--- src/rtl/pulse_high_low_duty_meter_core_macros.svh ---
// Assertion macros shared by the pulse duty meter RTL.
`ifndef PULSE_HIGH_LOW_DUTY_METER_CORE_MACROS_SVH
`define PULSE_HIGH_LOW_DUTY_METER_CORE_MACROS_SVH

// Checks that the consequent holds in the same cycle as the antecedent.
`define PWDM_ASSERT_NOW(label, ante, cons, msg) \
	label: assert property (@(posedge clk) disable iff (!arst_n) (ante) |-> (cons)) \
		else $error(msg);

// Checks that the consequent holds in the cycle after the antecedent.
`define PWDM_ASSERT_NEXT(label, ante, cons, msg) \
	label: assert property (@(posedge clk) disable iff (!arst_n) (ante) |=> (cons)) \
		else $error(msg);

`endif

--- src/rtl/pwdm_pkg.sv ---
// Package with the microcode table, operand widths and register codes of the duty meter.
package pwdm_pkg;

	localparam int NUM_W = 27;
	localparam int SUM_W = 17;
	localparam int PC_W  = 3;

	localparam logic REG_PRESCALE = 1'b0;
	localparam logic REG_CLOCK    = 1'b1;

	localparam logic [1:0] SRC_NONE   = 2'd0;
	localparam logic [1:0] SRC_PERIOD = 2'd1;
	localparam logic [1:0] SRC_DUTY   = 2'd2;
	localparam logic [1:0] SRC_FREQ   = 2'd3;

	localparam logic [PC_W-1:0] STEP_ACCEPT = 3'd0;
	localparam logic [PC_W-1:0] STEP_EMIT   = 3'd7;

	localparam logic [19:0] HZ_PER_MHZ = 20'd1000000;
	localparam logic [6:0]  PERCENT    = 7'd100;

	typedef struct packed {
		logic            accept;
		logic [1:0]      load;
		logic            wait_div;
		logic [1:0]      latch;
		logic            emit;
		logic            skip_nosig;
		logic [PC_W-1:0] target;
	} ctrl_word_t;

	function automatic ctrl_word_t ucode(input logic [PC_W-1:0] pc);
		ctrl_word_t cw;
		cw = '{accept: 1'b0, load: SRC_NONE, wait_div: 1'b0, latch: SRC_NONE,
			emit: 1'b0, skip_nosig: 1'b0, target: STEP_ACCEPT};
		case (pc)
			3'd0: cw.accept = 1'b1;
			3'd1: begin
				cw.load       = SRC_PERIOD;
				cw.skip_nosig = 1'b1;
				cw.target     = STEP_EMIT;
			end
			3'd2: begin
				cw.wait_div = 1'b1;
				cw.latch    = SRC_PERIOD;
			end
			3'd3: cw.load = SRC_DUTY;
			3'd4: begin
				cw.wait_div = 1'b1;
				cw.latch    = SRC_DUTY;
			end
			3'd5: cw.load = SRC_FREQ;
			3'd6: begin
				cw.wait_div = 1'b1;
				cw.latch    = SRC_FREQ;
			end
			3'd7: cw.emit = 1'b1;
			default: cw.accept = 1'b1;
		endcase
		return cw;
	endfunction

	function automatic logic [3:0] pre_shift(input logic [2:0] sel);
		logic [3:0] sh;
		case (sel)
			3'd0, 3'd1: sh = 4'd0;
			3'd2: sh = 4'd3;
			3'd3: sh = 4'd6;
			3'd4: sh = 4'd8;
			default: sh = 4'd10;
		endcase
		return sh;
	endfunction

endpackage

--- src/rtl/pwdm_div.sv ---
// Restoring unsigned divider that retires one quotient bit per cycle.
module pwdm_div
	import pwdm_pkg::*;
(
	input  logic             clk,
	input  logic             arst_n,
	input  logic             start,
	input  logic [NUM_W-1:0] num,
	input  logic [NUM_W-1:0] den,
	output logic             busy,
	output logic [NUM_W-1:0] quot
);

	localparam int CNT_W = $clog2(NUM_W);

	logic             busy_q;
	logic [CNT_W-1:0] cnt_q;
	logic [NUM_W-1:0] rem_q;
	logic [NUM_W-1:0] quo_q;
	logic [NUM_W-1:0] den_q;
	logic [NUM_W:0]   trial;
	logic             fits;

	assign trial = {rem_q, quo_q[NUM_W-1]};
	assign fits  = trial >= {1'b0, den_q};

	always_ff @(posedge clk or negedge arst_n) begin
		if (!arst_n) begin
			busy_q <= 1'b0;
			cnt_q  <= '0;
		end else if (start) begin
			busy_q <= 1'b1;
			cnt_q  <= '0;
		end else if (busy_q) begin
			cnt_q <= cnt_q + 1'b1;
			if (cnt_q == CNT_W'(NUM_W - 1)) begin
				busy_q <= 1'b0;
			end
		end
	end

	always_ff @(posedge clk) begin
		if (start) begin
			rem_q <= '0;
			quo_q <= num;
			den_q <= den;
		end else if (busy_q) begin
			if (fits) begin
				rem_q <= NUM_W'(trial - {1'b0, den_q});
			end else begin
				rem_q <= trial[NUM_W-1:0];
			end
			quo_q <= {quo_q[NUM_W-2:0], fits};
		end
	end

	assign busy = busy_q;
	assign quot = quo_q;

endmodule

--- src/rtl/pulse_high_low_duty_meter_core.sv ---
// Top level of the pulse duty meter: microcode sequencer, datapath and stream ports.
// One capture is accepted, then three divisions run through one shared divider; when
// high plus low is zero the divisions are skipped and the result is emitted directly.
// The next capture is taken only after the previous result is loaded for output, which
// waits while the result before it is still not taken. The divider sets the pace.
// Reset clears the stored times, arms the rising edge and sets prescale 1 and 8 MHz.
`include "pulse_high_low_duty_meter_core_macros.svh"

module pulse_high_low_duty_meter_core
	import pwdm_pkg::*;
#(
	parameter int COUNTER_WIDTH = 16
) (
	input  logic        clk,
	input  logic        arst_n,
	input  logic        cfg_we,
	input  logic        cfg_index,
	input  logic [5:0]  cfg_data,
	input  logic        s_tvalid,
	output logic        s_tready,
	input  logic [15:0] s_tdata,  // capture_value
	output logic        m_tvalid,
	input  logic        m_tready,
	// high_time, low_time, period_us, duty_percent, frequency_hz, one zero pad bit
	output logic [71:0] m_tdata,
	output logic [1:0]  m_tuser   // next_edge_rising, no_signal
);

	localparam int SW = (COUNTER_WIDTH < 16) ? COUNTER_WIDTH : 16;

	logic [2:0]      prescale_q;
	logic [5:0]      clock_q;
	logic [PC_W-1:0] pc_q;
	logic            awaiting_q;
	logic [SW-1:0]   high_q;
	logic [SW-1:0]   low_q;
	logic [15:0]     period_q;
	logic [6:0]      duty_q;
	logic [15:0]     freq_q;
	logic            out_valid_q;
	logic [71:0]     out_data_q;
	logic [1:0]      out_user_q;

	ctrl_word_t       cw;
	logic [SUM_W-1:0] sum;
	logic             nosig;
	logic [3:0]       shift;
	logic             stall;
	logic             take_skip;
	logic             div_start;
	logic             div_busy;
	logic [NUM_W-1:0] div_num;
	logic [NUM_W-1:0] div_den;
	logic [NUM_W-1:0] div_quot;
	logic [15:0]      quot_sat;
	logic             latch_en;
	logic             load_out;
	logic             accept_in;

	assign cw        = ucode(pc_q);
	assign sum       = SUM_W'(high_q) + SUM_W'(low_q);
	assign nosig     = (sum == '0);
	assign shift     = pre_shift(prescale_q);
	assign accept_in = s_tvalid && cw.accept;
	assign load_out  = cw.emit && (!out_valid_q || m_tready);
	assign take_skip = cw.skip_nosig && nosig;
	assign div_start = (cw.load != SRC_NONE) && !take_skip;
	assign latch_en  = cw.wait_div && !div_busy;
	assign quot_sat  = (|div_quot[NUM_W-1:16]) ? 16'hFFFF : div_quot[15:0];
	assign stall     = (cw.accept && !s_tvalid) || (cw.wait_div && div_busy) ||
		(cw.emit && !load_out);

	always_comb begin
		case (cw.load)
			SRC_PERIOD: begin
				div_num = NUM_W'(sum) << shift;
				div_den = NUM_W'(clock_q);
			end
			SRC_DUTY: begin
				div_num = NUM_W'(high_q) * NUM_W'(PERCENT);
				div_den = NUM_W'(sum);
			end
			SRC_FREQ: begin
				div_num = NUM_W'(clock_q) * NUM_W'(HZ_PER_MHZ);
				div_den = NUM_W'(sum) << shift;
			end
			default: begin
				div_num = '0;
				div_den = '0;
			end
		endcase
	end

	pwdm_div u_div (
		.clk    (clk),
		.arst_n (arst_n),
		.start  (div_start),
		.num    (div_num),
		.den    (div_den),
		.busy   (div_busy),
		.quot   (div_quot)
	);

	always_ff @(posedge clk or negedge arst_n) begin
		if (!arst_n) begin
			prescale_q  <= 3'd1;
			clock_q     <= 6'd8;
			pc_q        <= STEP_ACCEPT;
			awaiting_q  <= 1'b0;
			high_q      <= '0;
			low_q       <= '0;
			out_valid_q <= 1'b0;
		end else begin
			if (cfg_we && cfg_index == REG_PRESCALE) begin
				prescale_q <= cfg_data[2:0];
			end
			if (cfg_we && cfg_index == REG_CLOCK) begin
				clock_q <= cfg_data;
			end
			if (!stall) begin
				pc_q <= take_skip ? cw.target : PC_W'(pc_q + 1'b1);
			end
			if (accept_in) begin
				awaiting_q <= !awaiting_q;
				if (awaiting_q) begin
					high_q <= s_tdata[SW-1:0];
				end else begin
					low_q <= s_tdata[SW-1:0];
				end
			end
			if (load_out) begin
				out_valid_q <= 1'b1;
			end else if (m_tready) begin
				out_valid_q <= 1'b0;
			end
		end
	end

	always_ff @(posedge clk) begin
		if (latch_en) begin
			case (cw.latch)
				SRC_PERIOD: period_q <= quot_sat;
				SRC_DUTY:   duty_q   <= div_quot[6:0];
				SRC_FREQ:   freq_q   <= quot_sat;
				default:    period_q <= period_q;
			endcase
		end
		if (load_out) begin
			out_data_q <= {1'b0,
				nosig ? 16'd0 : freq_q,
				nosig ? 7'd0 : duty_q,
				nosig ? 16'd0 : period_q,
				16'(low_q),
				16'(high_q)};
			out_user_q <= {nosig, !awaiting_q};
		end
	end

	assign s_tready = cw.accept;
	assign m_tvalid = out_valid_q;
	assign m_tdata  = out_data_q;
	assign m_tuser  = out_user_q;

	`PWDM_ASSERT_NOW(a_start_idle, div_start, !div_busy, "divider started while busy")
	`PWDM_ASSERT_NOW(a_emit_free, load_out, !out_valid_q || m_tready, "result overwritten")
	`PWDM_ASSERT_NEXT(a_edge_toggle, accept_in, awaiting_q != $past(awaiting_q), "edge not toggled")
	`PWDM_ASSERT_NOW(a_nosig_zero, m_tvalid && m_tuser[1],
		m_tdata[70:32] == '0, "no signal result carries nonzero derived values")

endmodule
--- config.mk ---
export PLATFORM = sky130hd
export DESIGN_NAME = pulse_high_low_duty_meter_core
export DESIGN_NICKNAME = d
export VERILOG_FILES = /design/src/rtl/pwdm_pkg.sv /design/src/rtl/pwdm_div.sv /design/src/rtl/pulse_high_low_duty_meter_core.sv
export VERILOG_INCLUDE_DIRS = /design/src /design/src/rtl
export SDC_FILE = /design/constraint.sdc
export NUM_CORES = 1
export LEC_CHECK = 0
export ABC_AREA = 1
export BUFFER_PORTS_ARGS = -buffer_cell sky130_fd_sc_hd__buf_2
export CORE_MARGIN = 2
export CORE_UTILIZATION = 60
export CTS_BUF_LIST = sky130_fd_sc_hd__clkbuf_2 sky130_fd_sc_hd__clkbuf_4 sky130_fd_sc_hd__clkbuf_8
export DETAILED_ROUTE_END_ITERATION = 16
export MAX_ROUTING_LAYER = met4
export PLACE_DENSITY = 0.81
export SLEW_MARGIN = 30
export SYNTH_ARGS = -nofsm -noshare
export SYNTH_HDL_FRONTEND = slang
export SYNTH_SLANG_ARGS = --single-unit
--- constraint.sdc ---
create_clock -name clk -period 6.5 [get_ports clk]
set_input_delay 1.95 -clock clk [delete_from_list [all_inputs] [get_ports clk]]
set_output_delay 1.95 -clock clk [all_outputs]
set_load 0.005 [all_outputs]
==> metrics.md, run 1 <==
| Metric | Value |
|---|---|
| Die H | `about 170 µm` |
| Io pins | `about 100` |
| Initial Util | `approximately three fifths` |
| Switch share | `approximately half` |
| Total Die Area | `0.0289 mm²` |
| Clock sinks | `between 200 and 250` |
| Reg clk slew, reported paths | `roughly 0.070 ns` |
| Fmax | `about 0.25 GHz` |
| Final setup fails | `0` |
| Synth Instances | `~2100` |
| XOR/XNOR share of the synthesized area | `under 10%` |
| WL/cell | `about 17 µm` |
| Syn avg cell area | `around 8 µm²` |
| Max Cap Viol | `0` |
| Synth Area in Adders | `between 10% and 20%` |
| DP HPWL | `roughly 33 mm` |
| Logic pwr share | `between 60% and 70%` |
| Setup TNS | `0 ns` |
| Commonest non-fill, non-tap cell in the layout | `nand2_1` |
| Pin count of the biggest net entering global routing | `63` |
| Post-Place Cells | `about 2500` |
| Initial antenna violation count | `0` |
| Core region area | `about 0.027 mm²` |
| Share of cells above drive strength 1 | `10.9%` |
| Ys Warns | `0` |
| Rel. slew slack | `39.4%` |
| Crit Path Max Fanout | `35` |
| Vias per cell | `around 5.6` |
| Leading cell types in the layout, fill and taps excluded | `nand2_1 (510), inv_1 (352), nand3_1 (229)` |
| # port buffers | `between 100 and 150` |
| # DRC | `0` |
| Root Driver | `clkbuf_8` |
| First-pass GRT wire length | `70.3 mm` |
| Post-cts gate resize count | `0` |
| Status | `completed` |
| Worst vdd ir | `about 0.33 mV` |
| Non-Filler Instances | `roughly 2500` |
| CTS buffer count | `39` |
| Top cell type's share of synthesized area | `around 30%` |
| P&R area growth vs syn | `10.2%` |
| GR Util All Layers | `31.7%` |
| RSZ-0062 raised after global routing | `false` |
| Tmin final | `3.95 ns` |
| Antenna Violating Nets Remaining | `0` |
| Clock Skew | `around 0.026 ns` |
| Main synth FF type | `edfxtp_1` |
| Drt initial violations | `between 1000 and 1500` |
| Measured slew at the worst slew-check pin | `around 0.9 ns` |
| Synth Area in Simple Gates | `23.7%` |
| CTS H-tree lvls | `2` |
| Period Utilization, post-route | `between 60% and 70%` |
| Die width | `approximately 170 µm` |
| Compound-gate portion of the synthesized area | `10.4%` |
| Final Hold Violating Endpoints | `0` |
| CTS Buffer Depth | `3` |
| Static leakage | `about 8.9 nW` |
| Post-CTS setup buffer count | `0` |
| Critical path class | `flop to flop` |
| Sw power | `approximately 5.4 mW` |
| Synth unique cells | `52` |
| Mapped Area | `0.0165 mm²` |
| Cell-internal power | `5.40 mW` |
| Share of synthesized registers carrying an async set or reset | `21.2%` |
| Worst-skew pair later-pin latency | `~0.57 ns` |
| Diodes inserted | `0` |
| Fillers | `around 2300` |
| Number of flops mapped to enable cells by yosys | `between 150 and 200` |
| Largest family of logic cells by synthesized area | `simple AND/OR/NAND/NOR gates` |
| Startpoint class of the critical path | `flop` |
| Synth Register Bits | `between 200 and 250` |
| Initial DRT Pass Iterations | `6` |
| Critical Path AT | `a little over 4 ns` |
| Hold_buf cts | `0` |
| Final WL | `between 40 and 50 mm` |
| Synth top area cells | `edfxtp_1 (30%), nand2_1 (12%), ha_1 (10%)` |
| Total gr overflow | `0` |
| Seq/Total Area, Yosys | `around two fifths` |
| TritonCTS clock tree | `done` |
| Sequential Power Share | `about a quarter` |
| Largest area contributor in the netlist | `edfxtp_1` |
| Vias | `between 10000 and 15000` |
| Mux contribution to synthesized area | `less than 1%` |
| Syn nets | `2252` |
| Worst EP required | `6.63 ns` |
| Clock power share | `a little over an eighth` |
| Vias in the first global route | `around 14000` |
| Fin nets | `2354` |
| HP Class | `flop to flop` |
| GP Congestion | `between 1 and 1.5` |
| Fin. max-slew vios | `0` |
| Pwr/cell area | `slightly below 600 mW/mm²` |
| Rows | `60` |
| Setup crit end kind | `flop` |
## Yosys cell counts, drive strengths merged (2+ instances only)
cell / count
nor2: 104
ha: 138
nand3b: 2
o211ai: 10
inv: 353
nor3: 21
o21ai: 135
dfstp: 2
o21bai: 15
nand2: 512
fa: 23
nand4: 23
a211oi: 3
xor2: 16
or2: 13
dfrtp: 50
o22ai: 5
nand3: 232
dfxtp: 27
xnor2: 13
nor4: 5
o21a: 3
a21oi: 117
and2: 4
buf: 14
o221ai: 4
edfxtp: 166
clkbuf: 42
## critical path, cell delays in order (launching register included)
cell	delay, ns
dfrtp_1	0.44
ha_1	0.27
inv_1	0.07
fa_1	0.39
inv_1	0.11
nand3_1	0.07
nand2_1	0.13
inv_1	0.06
xor2_1	0.27
nand4_1	0.14
nor2_1	0.23
nand4_4	0.32
nand2_4	0.44
nand2_2	0.54
## cells by family (layout without fill, tap and decap cells)
kind of cell / after synthesis / count (layout)
multiplexers: 1 / 1
adder cells (fa/ha/maj): 161 / 161
other: 1 / 1
XOR/XNOR: 29 / 29
AND/OR/NAND/NOR: 916 / 916
AO/OA/AOI/OAI: 300 / 300
flip-flops: 245 / 245
buffers and inverters: 410 / 543
## power by group through the flow
stage | logic, mW | registers (mW) | clock network (mW)
global route | 7.53 | 2.78 | 1.51
CTS | 6.58 | 2.72 | 1.45
finish | 6.65 | 2.72 | 1.44
detailed placement | 6.53 | 2.74 | 0
global placement | 6.44 | 2.72 | 0
floorplan | 4.87 | 2.64 | 0
## through the flow
stage / total power, mW / instance area [µm²] / setup WS [ns] / utilization, % / hold WS, ns
final: 10.8 / 18200 / 2.55 / 67.5 / 0.458
after global routing: 11.8 / 18200 / 2.14 / 67.5 / 0.477
after CTS: 10.7 / 18200 / 2.51 / 67.4 / 0.461
after detailed placement: 9.27 / 17300 / 2.53 / 64.3 / 0.445
after global placement: 9.16 / 17300 / 2.60 / 64.3 / 0.444
after floorplan: 7.50 / 16500 / 0.441 / - / 0.426
## flip-flops by register name, summed over array words and instances (netlist names)
register     flops
awaiting_q       1
clock_q          6
duty_q           7
freq_q          16
high_q          16
low_q           16
m_tdata         71
m_tuser          2
m_tvalid         1
pc_q             3
period_q        16
prescale_q       3
u_div.busy       1
u_div.cnt_q      5
u_div.den_q     27
u_div.quot      27
u_div.rem_q     27
## routing by layer
| metal | vias to the layer above | GRT usage (%) | part of all wire [%] |
|---|---|---|---|
| met3 | 110 | 3.63 | 6.3 |
| met2 | 493 | 51.7 | 47 |
| met1 | 6608 | 41.2 | 43 |
| li1 | 7003 | - | - |
| met4 | 0 | 12.0 | 3.8 |
| met5 | - | - | 0 |
## path summary, 6_finish.rpt
| path | startpoint | to | slack, ns | depth (start not counted) |
|---|---|---|---|---|
| max in group asynchronous | arst_n | u_div.cnt_q[3]$_DFFE_PN0P_ | 4.45 | 2 |
| worst max-delay path | high_q[0]$_DFFE_PN0P_ | u_div.quot[6]$_DFFE_PP_ | 2.55 | 13 |
| worst min register to register | u_div.quot[5]$_DFFE_PP_ | duty_q[5]$_DFFE_PP_ | 0.46 | 0 |
| worst min-delay path | u_div.quot[5]$_DFFE_PP_ | duty_q[5]$_DFFE_PP_ | 0.46 | 0 |
| min in group asynchronous | arst_n | clock_q[4]$_DFFE_PN0P_ | 1.52 | 2 |
| worst max register to register | high_q[0]$_DFFE_PN0P_ | u_div.quot[6]$_DFFE_PP_ | 2.55 | 13 |
## final cells by class
type	instances	area, µm²	area share, %
Sequential cell	245	6830	37.5
Clock inverter	16	175	0.963
Timing Repair Buffer	117	623	3.43
Inverter	354	1330	7.32
Clock buffer	56	677	3.72
Tap cell	341	427	2.35
Multi-Input combinational cell	1408	8130	44.7
No activity file was read; power rests on OpenSTA's default activity.
==> inputs of run 2 (changes only) <==
--- a/config.mk
+++ b/config.mk
@@ -9,11 +9,11 @@
 export ABC_AREA = 1
 export BUFFER_PORTS_ARGS = -buffer_cell sky130_fd_sc_hd__buf_2
 export CORE_MARGIN = 2
-export CORE_UTILIZATION = 60
+export CORE_UTILIZATION = 58
 export CTS_BUF_LIST = sky130_fd_sc_hd__clkbuf_2 sky130_fd_sc_hd__clkbuf_4 sky130_fd_sc_hd__clkbuf_8
 export DETAILED_ROUTE_END_ITERATION = 16
 export MAX_ROUTING_LAYER = met4
-export PLACE_DENSITY = 0.81
+export PLACE_DENSITY = 0.82
 export SLEW_MARGIN = 30
 export SYNTH_ARGS = -nofsm -noshare
 export SYNTH_HDL_FRONTEND = slang
==> constraint.sdc (replaced) <==
create_clock -name clk -period 3.21 [get_ports clk]
set_input_delay 0.963 -clock clk [delete_from_list [all_inputs] [get_ports clk]]
set_output_delay 0.963 -clock clk [all_outputs]
set_load 0.005 [all_outputs]
==> metrics.md, run 2 (same netlist as run 1, synthesis figures left out) <==
| Metric | Value |
|---|---|
| Status | `finished with violations` |
| Worst EP required | `3.49 ns (-3.14 ns)` |
| HP Class | `input port to async pin` |
| Drt initial violations | `1460 (+24%)` |
| Final Hold Violating Endpoints | `0 (unchanged)` |
| Commonest non-fill, non-tap cell in the layout | `nand2_1` |
| Rel. slew slack | `44.7% (+5.3 points)` |
| Vias in the first global route | `14825 (+8.6%)` |
| Startpoint class of the critical path | `flop` |
| CTS buffer count | `40 (+2.6%)` |
| CTS H-tree lvls | `2 (unchanged)` |
| # DRC | `0 (unchanged)` |
| Final setup fails | `14 (+14)` |
| Fmax | `0.287 GHz (+13%)` |
| Crit Path Max Fanout | `3 (-91%)` |
| Diodes inserted | `0 (unchanged)` |
| Post-route worst setup slack | `-0.279 ns (-2.83 ns)` |
| Measured slew at the worst slew-check pin | `0.829 ns (-0.0783 ns)` |
| Setup crit end kind | `flop` |
| Total Die Area | `0.0298 mm² (+3.4%)` |
| Initial Util | `59.1% (-2.2 points)` |
| Critical Path AT | `3.77 ns (-0.31 ns)` |
| Leading cell types in the layout, fill and taps excluded | `nand2_1 (490), inv_1 (340), nand3_1 (221)` |
| Period Utilization, post-route | `109% (+48 points)` |
| Max FFs per register | `71 (unchanged)` |
| GP Congestion | `0.969 (-4.1%)` |
| Pin count of the biggest net entering global routing | `48 (-24%)` |
| CTS Buffer Depth | `3 (unchanged)` |
| Final WL | `48.5 mm (+12%)` |
| Fin. max-slew vios | `0 (unchanged)` |
| # port buffers | `102 (unchanged)` |
| Vias per cell | `5.66 (+1.0%)` |
| Vias | `15240 (+7.2%)` |
| Die width | `173 µm (+1.7%)` |
| Initial antenna violation count | `0 (unchanged)` |
| Initial DRT Pass Iterations | `6 (unchanged)` |
| P&R area growth vs syn | `20.4%` |
| Io pins | `104 (unchanged)` |
| Die H | `173 µm (+1.7%)` |
| Clock Skew | `0.0405 ns (+0.0140 ns)` |
| Max Cap Viol | `0 (unchanged)` |
| Total gr overflow | `0 (unchanged)` |
| DP HPWL | `35.9 mm (+8.0%)` |
| Reg clk slew, reported paths | `0.06 ns (about the same)` |
| Worst R2R Start | `clock_q[3]$_DFFE_PN1P_` |
| WL/cell | `18.0 µm (+5.7%)` |
| Tmin final | `3.49 ns (-0.459 ns)` |
| Core Util, Final | `71.2% (+3.7 points)` |
| Worst Setup SP | `clock_q[3]$_DFFE_PN1P_` |
| RSZ-0062 raised after global routing | `true` |
| Clock sinks | `245 (unchanged)` |
| TritonCTS clock tree | `done` |
| Root Driver | `clkbuf_8` |
| GR Util All Layers | `32.8% (+1.1 points)` |
| Critical path class | `flop to flop` |
| Fin nets | `2471 (+5.0%)` |
| Antenna Violating Nets Remaining | `0 (unchanged)` |
| Rows | `61 (+1.7%)` |
| Failing checks | `negative setup slack` |
| Share of cells above drive strength 1 | `20.0% (+9.0 points)` |
| First-pass GRT wire length | `76.4 mm (+8.6%)` |
| Worst-skew pair later-pin latency | `0.57 ns (about the same)` |
| Core region area | `0.0279 mm² (+3.6%)` |
[run 2: cell types whose count changed in the layout (fill, tap and decap cells not counted), sizes merged]
cell and change:
clkbuf +2, buf +116
[run 2: final cells by class]
class | instances | area, µm²
clock buffers | 58 | 704
clock inverters | 16 | 170
fillers | 2096 | 8050
inverters | 354 | 1340
multi-input cells | 1408 | 8750
flip-flops and latches | 245 | 6830
well taps | 378 | 473
repair buffers | 233 | 1610
[run 2: layer usage]
layer / GRT usage [%] / routed length (µm)
met1: 41.8 / 20000
met2: 53.8 / 22800
met3: 4.53 / 3270
met4: 12.0 / 2370
met5: - / 0
[run 2: worst paths after layout]
kind                                                 end  slack, ns  cells past startpoint
worst max-delay path            u_div.quot[22]$_DFFE_PP_      -0.28                     16
min in group clk                     duty_q[5]$_DFFE_PP_       0.45                      0
worst min-delay path              high_q[12]$_DFFE_PN0P_       0.36                      1
max in group asynchronous          high_q[0]$_DFFE_PN0P_       2.08                      2
worst max register to register  u_div.quot[22]$_DFFE_PP_      -0.28                     16
worst min register to register       duty_q[5]$_DFFE_PP_       0.45                      0
[run 2: repair_timing]
item,in CTS,in global routing
resized for setup,63,95
hold buffers,0,0
setup buffers,11,8
pin swaps,30,24
endpoints found under the hold margin,0,0
endpoints found under the setup margin,16,154
[run 2: critical path, stage by stage, from the launching register on]
cell	delay [ns]
dfstp_2	0.55
fa_1	0.43
fa_1	0.50
inv_1	0.05
fa_1	0.49
inv_2	0.05
ha_4	0.28
nand2_4	0.07
buf_12	0.13
nor3_4	0.16
a211oi_2	0.06
nand2_1	0.09
a21oi_1	0.06
o21ai_1	0.10
o21ai_1	0.07
nand3_1	0.07
nand3_1	0.09
[run 2: per-stage QoR]
stage	hold slack (ns)	TNS (ns)	instances	setup WS [ns]	instance area, µm²
floorplan	0.426	-0.485	2063	-0.172	16600
global placement	0.442	-1.65	2599	-0.215	18200
detailed placement	0.445	-2.47	2599	-0.281	18200
CTS	0.367	-0.961	2684	-0.227	19400
global route	0.393	-5.26	2692	-0.466	19900
finish	0.362	-1.99	2692	-0.279	19900
Power of run 2 is not shown: default switching activity piles up to over one toggle a cycle in this logic, so the estimate is an artifact.
